**config.mk**
```make
export PLATFORM = sky130hd
export DESIGN_NAME = rtu_master_frame_builder_checker_top
export DESIGN_NICKNAME = d
export VERILOG_FILES = /design/src/rtumfb_pkg.sv /design/src/rtumfb_out.sv /design/src/rtu_master_frame_builder_checker_top.sv
export SDC_FILE = /design/constraint.sdc
export NUM_CORES = 1
export LEC_CHECK = 0
export BUFFER_PORTS_ARGS = -buffer_cell sky130_fd_sc_hd__buf_2
export CAP_MARGIN = 15
export CORE_ASPECT_RATIO = 1.2
export CORE_MARGIN = 2
export CORE_UTILIZATION = 43
export DETAILED_ROUTE_END_ITERATION = 10
export SETUP_SLACK_MARGIN = 0.2
export SLEW_MARGIN = 20
export SYNTH_ARGS = -nofsm -noshare
export SYNTH_HDL_FRONTEND = slang
export SYNTH_SLANG_ARGS = --single-unit
```
**constraint.sdc**
```tcl
create_clock -name clk -period 4.85 [get_ports clk]
set_clock_uncertainty 0.05 [all_clocks]
set_input_delay 0.7275 -clock clk [delete_from_list [all_inputs] [get_ports clk]]
set_output_delay 0.7275 -clock clk [all_outputs]
set_load 0.05 [all_outputs]
```
**src/rtumfb_pkg.sv**
```systemverilog
`timescale 1ns / 1ps

package rtumfb_pkg;

    // request frame layout
    localparam int REQUEST_BYTES = 8;
    localparam int HEADER_BYTES  = 6;
    localparam int IDX_W         = $clog2(REQUEST_BYTES);

    // crc-16 as used on the rtu line (reflected)
    localparam logic [15:0] CRC_INIT = 16'hFFFF;
    localparam logic [15:0] CRC_POLY = 16'hA001;

    // function codes
    localparam logic [2:0] FC_READ_COILS      = 3'd1;
    localparam logic [2:0] FC_READ_INPUTS     = 3'd2;
    localparam logic [2:0] FC_READ_HOLDING    = 3'd3;
    localparam logic [2:0] FC_READ_INPUT_REGS = 3'd4;
    localparam logic [2:0] FC_FORCE_COIL      = 3'd5;

    // coil value high byte for force coil on
    localparam logic [7:0] COIL_ON_HI = 8'hFF;

    typedef logic [7:0] byte_t;

    // kind of an output transfer
    typedef enum logic [1:0] {
        KIND_REQUEST = 2'd0,
        KIND_PAYLOAD = 2'd1,
        KIND_STATUS  = 2'd2
    } kind_t;

    // one result group handed to the output stage
    typedef struct packed {
        logic  req;
        kind_t kind;
        byte_t data;
        logic  status;
    } grp_load_t;

    // frame crc written back once the header has gone out
    typedef struct packed {
        logic        valid;
        logic [15:0] crc;
    } crc_wr_t;

    // byte-wide crc update, eight shift steps
    function automatic logic [15:0] crc_byte(input logic [15:0] crc, input byte_t b);
        logic [15:0] c;
        c = crc ^ {8'h00, b};
        for (int k = 0; k < 8; k++)
        begin
            if (c[0])
            begin
                c = (c >> 1) ^ CRC_POLY;
            end
            else
            begin
                c = c >> 1;
            end
        end
        return c;
    endfunction

endpackage

```
**src/rtumfb_out.sv**
```systemverilog
`timescale 1ns / 1ps

module rtumfb_out (
    input  logic                                              clk,
    input  logic                                              rst_n,
    input  logic                                              load,
    input  rtumfb_pkg::grp_load_t                             load_info,
    input  logic [rtumfb_pkg::HEADER_BYTES-1:0][7:0]          head,
    output logic                                              free,
    output rtumfb_pkg::crc_wr_t                               crc_wr,
    output logic                                              m_tvalid,
    input  logic                                              m_tready,
    output logic [15:0]                                       m_tdata,  // data_byte, status, pad
    output logic [1:0]                                        m_tuser,  // kind
    output logic                                              m_tlast
);
    import rtumfb_pkg::*;

    logic                             grp_valid_reg;
    logic                             grp_req_reg;
    logic [IDX_W-1:0]                 idx_reg;
    kind_t                            kind_reg;
    byte_t                            data_reg;
    logic                             status_reg;
    logic [HEADER_BYTES-1:0][7:0]     shift_reg;
    logic [15:0]                      crc_reg;

    logic                             xfer;
    logic                             burst_end;
    logic                             in_head;
    logic [15:0]                      crc_step;
    byte_t                            req_byte;

    // transfer bookkeeping
    assign xfer      = grp_valid_reg && m_tready;
    assign burst_end = grp_req_reg ? (idx_reg == IDX_W'(REQUEST_BYTES - 1)) : 1'b1;
    assign free      = !grp_valid_reg || (xfer && burst_end);
    assign in_head   = idx_reg < IDX_W'(HEADER_BYTES);

    // frame crc runs over the header bytes as they leave
    assign crc_step      = crc_byte(crc_reg, shift_reg[0]);
    assign crc_wr.valid  = xfer && grp_req_reg && (idx_reg == IDX_W'(HEADER_BYTES - 1));
    assign crc_wr.crc    = crc_step;

    // request byte select: header, then crc low, then crc high
    always_comb
    begin
        if (in_head)
        begin
            req_byte = shift_reg[0];
        end
        else if (idx_reg == IDX_W'(HEADER_BYTES))
        begin
            req_byte = crc_reg[7:0];
        end
        else
        begin
            req_byte = crc_reg[15:8];
        end
    end

    // output port
    assign m_tvalid = grp_valid_reg;
    assign m_tuser  = grp_req_reg ? KIND_REQUEST : kind_reg;
    assign m_tdata  = {7'b0, (grp_req_reg ? 1'b0 : status_reg),
                       (grp_req_reg ? req_byte : data_reg)};
    assign m_tlast  = grp_req_reg ? burst_end : (kind_reg == KIND_STATUS);

    // group control
    always_ff @(posedge clk or negedge rst_n)
    begin
        if (!rst_n)
        begin
            grp_valid_reg <= 1'b0;
            idx_reg       <= '0;
        end
        else
        begin
            if (load)
            begin
                grp_valid_reg <= 1'b1;
                idx_reg       <= '0;
            end
            else if (xfer)
            begin
                grp_valid_reg <= !burst_end;
                idx_reg       <= idx_reg + 1'b1;
            end
        end
    end

    // group payload
    always_ff @(posedge clk)
    begin
        if (load)
        begin
            grp_req_reg <= load_info.req;
            kind_reg    <= load_info.kind;
            data_reg    <= load_info.data;
            status_reg  <= load_info.status;
            shift_reg   <= head;
            crc_reg     <= CRC_INIT;
        end
        else if (xfer && grp_req_reg && in_head)
        begin
            shift_reg <= {8'h00, shift_reg[HEADER_BYTES-1:1]};
            crc_reg   <= crc_step;
        end
    end

endmodule

```
**src/rtu_master_frame_builder_checker_top.sv**
```systemverilog
`timescale 1ns / 1ps

// Modbus rtu master framer and reply checker.
// Input channel s_*: one item per transfer. tuser selects a request (0) or one
// received reply byte (1). A request with function 1 to 5 sends its 8-byte frame
// (crc low byte first) on m_*, kind 0, tlast on the eighth byte, and arms the
// reply checker. Reply bytes are checked against slave, function and crc (or the
// full echo for function 5); payload bytes go out as kind 1, and after the last
// expected byte a kind 2 item with tlast carries the status bit.
// An input item passes the input register, then the result register, before
// its first result appears on m_*.
// Reply bytes are taken one after another while the output stage is free; a
// request holds the output stage until all eight frame bytes have gone out, and
// the frame crc is folded in byte by byte as the header leaves.
// An input register and the result stage are decoupled, so a new item is taken
// while a finished result still waits on m_tready. When the receiver stalls,
// the result stage holds and one more item waits in the input register.
// Reset clears all control and checker state; no reply is expected afterwards.

module rtu_master_frame_builder_checker_top #(
    parameter int MAX_REPLY_BYTES = 255
) (
    input  logic        clk,
    input  logic        rst_n,
    input  logic        s_tvalid,
    output logic        s_tready,
    input  logic [47:0] s_tdata,   // slave_id, function_code, start_address,
                                   // quantity, coil_on, rx_byte, pad
    input  logic [0:0]  s_tuser,   // mode
    output logic        m_tvalid,
    input  logic        m_tready,
    output logic [15:0] m_tdata,   // data_byte, status, pad
    output logic [1:0]  m_tuser,   // kind
    output logic        m_tlast
);
    import rtumfb_pkg::*;

    localparam int LEN_W         = $clog2(MAX_REPLY_BYTES + 1);
    localparam int RAW_W         = 13;
    localparam int PAYLOAD_FIRST = 3;

    // input register
    logic         in_valid_reg;
    logic         in_mode_reg;
    byte_t        in_slave_reg;
    logic [2:0]   in_fc_reg;
    logic [15:0]  in_start_reg;
    logic [10:0]  in_qty_reg;
    logic         in_coil_reg;
    byte_t        in_rx_reg;

    // request and reply state
    byte_t             sent_frame_reg [REQUEST_BYTES];
    logic [LEN_W-1:0]  expected_len_reg;
    logic [LEN_W-1:0]  byte_cnt_reg;
    logic [15:0]       run_crc_reg;
    logic              mismatch_reg;
    logic              awaiting_reg;

    logic [LEN_W-1:0]  expected_len_next;
    logic [LEN_W-1:0]  byte_cnt_next;
    logic [15:0]       run_crc_next;
    logic              mismatch_next;
    logic              awaiting_next;

    logic                          fire;
    logic                          fc_ok;
    logic                          req_fire;
    logic                          rep_fire;
    logic                          out_free;
    logic                          out_load;
    grp_load_t                     load_info;
    crc_wr_t                       crc_wr;
    logic [HEADER_BYTES-1:0][7:0]  head;
    logic [RAW_W-1:0]              len_raw;
    logic [LEN_W-1:0]              len_sat;
    logic                          echo;
    byte_t                         frame_b;
    logic [LEN_W:0]                pos_plus2;
    logic                          in_body;
    logic                          at_crc_lo;
    logic                          forward;
    logic                          done;
    logic                          bad;

    // handshake
    assign fire     = in_valid_reg && out_free;
    assign s_tready = !in_valid_reg || out_free;

    always_comb
    begin
        case (in_fc_reg) inside
            [FC_READ_COILS:FC_FORCE_COIL]: fc_ok = 1'b1;
            default:                       fc_ok = 1'b0;
        endcase
    end

    assign req_fire = fire && !in_mode_reg && fc_ok;
    assign rep_fire = fire && in_mode_reg && awaiting_reg;

    // request header bytes
    always_comb
    begin
        head[0] = in_slave_reg;
        head[1] = {5'b0, in_fc_reg};
        head[2] = in_start_reg[15:8];
        head[3] = in_start_reg[7:0];
        if (in_fc_reg == FC_FORCE_COIL)
        begin
            head[4] = in_coil_reg ? COIL_ON_HI : 8'h00;
            head[5] = 8'h00;
        end
        else
        begin
            head[4] = {5'b0, in_qty_reg[10:8]};
            head[5] = in_qty_reg[7:0];
        end
    end

    // expected reply length, saturated
    always_comb
    begin
        if (in_fc_reg == FC_FORCE_COIL)
        begin
            len_raw = RAW_W'(REQUEST_BYTES);
        end
        else if (in_fc_reg == FC_READ_COILS || in_fc_reg == FC_READ_INPUTS)
        begin
            len_raw = ((RAW_W'(in_qty_reg) + RAW_W'(7)) >> 3) + RAW_W'(5);
        end
        else
        begin
            len_raw = (RAW_W'(in_qty_reg) << 1) + RAW_W'(5);
        end
        if (len_raw > RAW_W'(MAX_REPLY_BYTES))
        begin
            len_sat = LEN_W'(MAX_REPLY_BYTES);
        end
        else
        begin
            len_sat = len_raw[LEN_W-1:0];
        end
    end

    // reply byte checks
    assign echo      = (sent_frame_reg[1] == {5'b0, FC_FORCE_COIL});
    assign frame_b   = sent_frame_reg[byte_cnt_reg[IDX_W-1:0]];
    assign pos_plus2 = {1'b0, byte_cnt_reg} + (LEN_W+1)'(2);
    assign in_body   = pos_plus2 < {1'b0, expected_len_reg};
    assign at_crc_lo = pos_plus2 == {1'b0, expected_len_reg};
    assign forward   = in_body && !echo && (byte_cnt_reg >= LEN_W'(PAYLOAD_FIRST));

    always_comb
    begin
        bad = 1'b0;
        if (echo)
        begin
            if (byte_cnt_reg < LEN_W'(REQUEST_BYTES) && in_rx_reg != frame_b)
            begin
                bad = 1'b1;
            end
        end
        else if (byte_cnt_reg < LEN_W'(2) && in_rx_reg != frame_b)
        begin
            bad = 1'b1;
        end
        if (at_crc_lo && in_rx_reg != run_crc_reg[7:0])
        begin
            bad = 1'b1;
        end
        if (!in_body && !at_crc_lo && in_rx_reg != run_crc_reg[15:8])
        begin
            bad = 1'b1;
        end
    end

    // next state
    always_comb
    begin
        expected_len_next = expected_len_reg;
        byte_cnt_next     = byte_cnt_reg;
        run_crc_next      = run_crc_reg;
        mismatch_next     = mismatch_reg;
        awaiting_next     = awaiting_reg;
        done              = 1'b0;
        if (req_fire)
        begin
            expected_len_next = len_sat;
            byte_cnt_next     = '0;
            run_crc_next      = CRC_INIT;
            mismatch_next     = 1'b0;
            awaiting_next     = 1'b1;
        end
        else if (rep_fire)
        begin
            byte_cnt_next = byte_cnt_reg + 1'b1;
            mismatch_next = mismatch_reg | bad;
            if (in_body)
            begin
                run_crc_next = crc_byte(run_crc_reg, in_rx_reg);
            end
            done = byte_cnt_next >= expected_len_reg;
            if (done)
            begin
                awaiting_next = 1'b0;
            end
        end
    end

    // result group for the output stage
    always_comb
    begin
        load_info.req    = !in_mode_reg;
        load_info.kind   = KIND_REQUEST;
        load_info.data   = in_rx_reg;
        load_info.status = 1'b0;
        out_load         = req_fire;
        if (rep_fire && done)
        begin
            load_info.kind   = KIND_STATUS;
            load_info.data   = 8'h00;
            load_info.status = mismatch_next;
            out_load         = 1'b1;
        end
        else if (rep_fire && forward)
        begin
            load_info.kind = KIND_PAYLOAD;
            out_load       = 1'b1;
        end
    end

    // input register control
    always_ff @(posedge clk or negedge rst_n)
    begin
        if (!rst_n)
        begin
            in_valid_reg <= 1'b0;
        end
        else if (s_tready)
        begin
            in_valid_reg <= s_tvalid;
        end
    end

    // input register payload
    always_ff @(posedge clk)
    begin
        if (s_tvalid && s_tready)
        begin
            in_mode_reg  <= s_tuser[0];
            in_slave_reg <= s_tdata[7:0];
            in_fc_reg    <= s_tdata[10:8];
            in_start_reg <= s_tdata[26:11];
            in_qty_reg   <= s_tdata[37:27];
            in_coil_reg  <= s_tdata[38];
            in_rx_reg    <= s_tdata[46:39];
        end
    end

    // checker state
    always_ff @(posedge clk or negedge rst_n)
    begin
        if (!rst_n)
        begin
            expected_len_reg <= '0;
            byte_cnt_reg     <= '0;
            run_crc_reg      <= CRC_INIT;
            mismatch_reg     <= 1'b0;
            awaiting_reg     <= 1'b0;
        end
        else
        begin
            expected_len_reg <= expected_len_next;
            byte_cnt_reg     <= byte_cnt_next;
            run_crc_reg      <= run_crc_next;
            mismatch_reg     <= mismatch_next;
            awaiting_reg     <= awaiting_next;
        end
    end

    // kept request frame: header at request, crc once it is known
    always_ff @(posedge clk)
    begin
        if (req_fire)
        begin
            for (int i = 0; i < HEADER_BYTES; i++)
            begin
                sent_frame_reg[i] <= head[i];
            end
        end
        if (crc_wr.valid)
        begin
            sent_frame_reg[HEADER_BYTES]     <= crc_wr.crc[7:0];
            sent_frame_reg[HEADER_BYTES + 1] <= crc_wr.crc[15:8];
        end
    end

    rtumfb_out u_out (
        .clk       (clk),
        .rst_n     (rst_n),
        .load      (out_load),
        .load_info (load_info),
        .head      (head),
        .free      (out_free),
        .crc_wr    (crc_wr),
        .m_tvalid  (m_tvalid),
        .m_tready  (m_tready),
        .m_tdata   (m_tdata),
        .m_tuser   (m_tuser),
        .m_tlast   (m_tlast)
    );

`ifndef SYNTHESIS
    // input side only stalls while an item is held
    a_stall_held: assert property (@(posedge clk) disable iff (!rst_n)
        !s_tready |-> in_valid_reg)
        else $error("input stalled with empty input register");

    // an armed checker has not yet reached the reply length
    a_count_bound: assert property (@(posedge clk) disable iff (!rst_n)
        awaiting_reg |-> (byte_cnt_reg < expected_len_reg))
        else $error("reply counter reached length while armed");

    // a valid request arms a fresh reply check
    a_request_arms: assert property (@(posedge clk) disable iff (!rst_n)
        req_fire |=> (awaiting_reg && byte_cnt_reg == '0 && !mismatch_reg))
        else $error("request did not arm the reply checker");

    // payload transfers carry no status and no end mark
    a_payload_plain: assert property (@(posedge clk) disable iff (!rst_n)
        (m_tvalid && m_tuser == KIND_PAYLOAD) |-> (!m_tlast && !m_tdata[8]))
        else $error("payload transfer with status or tlast");
`endif

endmodule

```
==> impl_metrics.env <==
export IMPL_status="finished, final reports clean"
export IMPL_via_per_inst=5.193
export IMPL_drv_cap=0
export IMPL_grt_pass1_wl_microns=37810
export IMPL_grt_use_total_pct=18.15
export IMPL_setup_worst_path_end_class="register"
export IMPL_num_rows=64
export IMPL_power_total_w=0.007444
export IMPL_drive_above_1_share_pct=16.47
export IMPL_worstSkewPairLatency_ns=0.53
export IMPL_synthXorXnorAreaFrac_pct=7.218
export IMPL_postCtsResizedCells=0
export IMPL_clkPwrFrac_pct=24.3
export IMPL_finalSetupTns_ns=0
export IMPL_holdBufCountCts=0
export IMPL_synth_area_sq_um=10970
export IMPL_portBuffers=65
export IMPL_diodes=0
export IMPL_finalSetupViolCount=0
export IMPL_critPathMaxFanout=9
export IMPL_synthMuxAreaShare_pct=9.225
export IMPL_synth_edf_count=158
export IMPL_avgSynthCellArea_sq_um=11.80
export IMPL_grt_max_degree=56
export IMPL_synthDistinctLibCells=65
export IMPL_timing_fmax_mhz=285.3
export IMPL_grt_overflow_total=0
export IMPL_post_cts_buffers=0
export IMPL_worstSetupPathType="register to register"
export IMPL_leakagePower_nw=4.854
export IMPL_die_area_sq_um=26820
export IMPL_worstPathArrival_ns=3.83
export IMPL_slew_viol_final=0
export IMPL_largest_reg_flops=55
export IMPL_tightestPinTransition_ns=0.8933
export IMPL_clockBufferDepth=3
export IMPL_io_pins=74
export IMPL_vias=6917
export IMPL_htree_levels=1
export IMPL_routedWlPerCell_microns=17.80
export IMPL_p_switching_w=0.002573
export IMPL_finalWorstPathRequiredPeriod_ns=3.505
export IMPL_final_nets=1066
export IMPL_hp_class="input port to asynchronous set/reset pin"
export IMPL_gp_congestion=0.8544
export IMPL_clk_pin_slew_worst_paths_ns=0.06
export IMPL_drt_iter0_markers=359
export IMPL_grt_pass1_vias=6835
export IMPL_ys_seq_area_share_pct=56.15
export IMPL_wl_microns=23710
export IMPL_synth_compound_area_share_pct=6.613
export IMPL_synth_top_family_by_area="simple AND/OR/NAND/NOR gates"
export IMPL_post_route_drc_count=0
export IMPL_slew_headroom_pct=40.44
export IMPL_synth_adder_area_share_pct=3.307
export IMPL_final_hold_violation_count=0
export IMPL_async_flop_share_pct=17.89
export IMPL_cts_tree="yes"
export IMPL_rsz0062_at_grt="false"
export IMPL_cts_buffers=24
export IMPL_slowest_delay_ns=0.56
export IMPL_antenna_left=0
export IMPL_root_buffer="clkbuf_16"
export IMPL_synth_cells=930
export IMPL_antenna_found_initial=0
export IMPL_sw_frac_of_total_pct=34.56
export IMPL_synth_seq_cells=218
export IMPL_crit_required_ns=5.17
export IMPL_cpMostUsedCell="ha_1"
export IMPL_post_dp_hpwl_microns=16210
export IMPL_area_growth_pct=12.99
export IMPL_initial_utilization_pct=43.36
export IMPL_power_density_nw_per_um2=600.4
export IMPL_synthSimpleGateAreaFrac_pct=13.12
export IMPL_coreArea_sq_um=25300
export IMPL_seqPwrFrac_pct=39.9
export IMPL_vdd_drop_max_mv=0.3391
export IMPL_cpMaxStageDelayCell="edfxtp_1"
export IMPL_firstDrtPassIters=5
export IMPL_ys_warn_count=0
export IMPL_power_frac_comb_pct=35.8
export IMPL_cts_sink_count=218
export IMPL_die_h_microns=179.0
export IMPL_die_x_microns=149.8
export IMPL_path_cells="inv_1 > ha_1 > a21boi_2 > xnor2_1 > ha_1 > a2bb2oi_1 > o211ai_1 > a211oi_2 > o21bai_1 > a21boi_0 > o22ai_1"
export IMPL_p_int_w=0.004871
export IMPL_cp_start_kind="register"
export IMPL_synth_ff_type="edfxtp_1"
export IMPL_fin_crit_sh_pct=72.27
==> synthesized netlist by cell type (5+ instances only) <==
cell / count / area, sq um
a211o_1: 5 / 43.79
a21o_1: 5 / 37.54
a21oi_1: 36 / 180.2
a22o_1: 6 / 52.55
and2_1: 21 / 131.4
and3_1: 14 / 87.58
buf_2: 14 / 70.07
buf_4: 8 / 60.06
clkbuf_1: 26 / 97.59
dfrtp_1: 23 / 575.6
dfstp_2: 16 / 420.4
dfxtp_1: 21 / 420.4
edfxtp_1: 158 / 4745
ha_1: 29 / 362.9
inv_1: 51 / 191.4
mux2_2: 9 / 101.4
mux2i_1: 64 / 640.6
mux4_2: 11 / 247.7
nand2_1: 113 / 424.2
nand2b_1: 13 / 81.33
nand3_1: 19 / 95.09
nand3b_1: 13 / 97.59
nor2_1: 49 / 183.9
nor2b_1: 5 / 31.28
nor3_1: 21 / 105.1
nor4_1: 8 / 50.05
o21ai_0: 19 / 95.09
o22ai_1: 6 / 37.54
o31ai_1: 5 / 37.54
xnor2_1: 64 / 560.5
xor2_1: 22 / 192.7
==> worst max-delay path, delay by kind of cell, from the launching register on <==
family	cells	cell delay, ns
AOI/OAI and AO/OA	7	1.84
DFF	1	0.56
adders and majority gates	2	0.54
buffers and inverters	1	0.22
xor gates and xnor gates	1	0.15
==> routing by layer <==
metal	global-route usage [%]	share of wire (%)	vias to the layer above
met1	24.24	43	3345
met3	2.366	4.5	28
met5	0	0	-
li1	-	-	3387
met4	4.638	2.1	0
met2	31.32	50	157
==> path summary, 6_finish.rpt <==
check | from | cells past startpoint | to | slack [ns]
max | in_qty_reg[1] | 11 | expected_len_reg[4] | 1.34
min | rst_n | 1 | u_out.idx_reg[0] | 0.31
max reg2reg | in_qty_reg[1] | 11 | expected_len_reg[4] | 1.34
min reg2reg | in_start_reg[6] | 0 | sent_frame_reg[3][6] | 0.40
max in group asynchronous | rst_n | 1 | expected_len_reg[1] | 3.89
min in group clk | s_tdata[24] | 1 | in_start_reg[13] | 0.33
==> stage by stage <==
stage	setup WS [ns]	utilization [%]	instances	area, sq um	hold WS [ns]
CTS	1.342	49.00	1332	12400	0.3096
detailed placement	1.354	45.85	1288	11600	0.3924
global route	1.081	49.00	1332	12400	0.3123
floorplan	0.8798	-	936	11000	0.3764
finish	1.345	49.00	1332	12400	0.3054
global placement	1.327	45.85	1288	11600	0.3840
==> final cells by class <==
| type | instances | area, sq um |
|---|---|---|
| Fill cell | 2307 | 12910 |
| Inverter | 52 | 195.2 |
| Timing Repair Buffer | 76 | 445.4 |
| Tap cell | 330 | 412.9 |
| Clock inverter | 7 | 66.31 |
| Multi-Input combinational cell | 612 | 4387 |
| Clock buffer | 37 | 730.7 |
| Sequential cell | 218 | 6161 |
==> cells in the final DEF, fill, tap and decap left out, drive strengths merged, types with 23 or more instances in the layout <==
cell type / instances
a21oi: 36
ha: 29
inv: 52
dfrtp: 23
nand2: 113
mux2i: 64
clkbuf: 37
xnor2: 65
buf: 76
edfxtp: 158
nor2: 49
==> cell families (layout without fill, tap and decap cells) <==
family / Yosys count / count (layout)
AO/OA/AOI/OAI: 108 / 108
XOR/XNOR: 88 / 88
adder cells (fa/ha/maj): 29 / 29
buffers and inverters: 106 / 172
flip-flops: 218 / 218
multiplexers: 86 / 86
other: 1 / 7
AND/OR/NAND/NOR: 294 / 294
==> power by group through the flow <==
stage	registers (W)	logic (W)	clock network (W)
floorplan	0.00290	0.00215	0
global placement	0.00300	0.00266	0
detailed placement	0.00301	0.00268	0
CTS	0.00298	0.00270	0.00185
global route	0.00303	0.00295	0.00192
finish	0.00297	0.00266	0.00181
No activity file was read; power rests on OpenSTA's default activity.
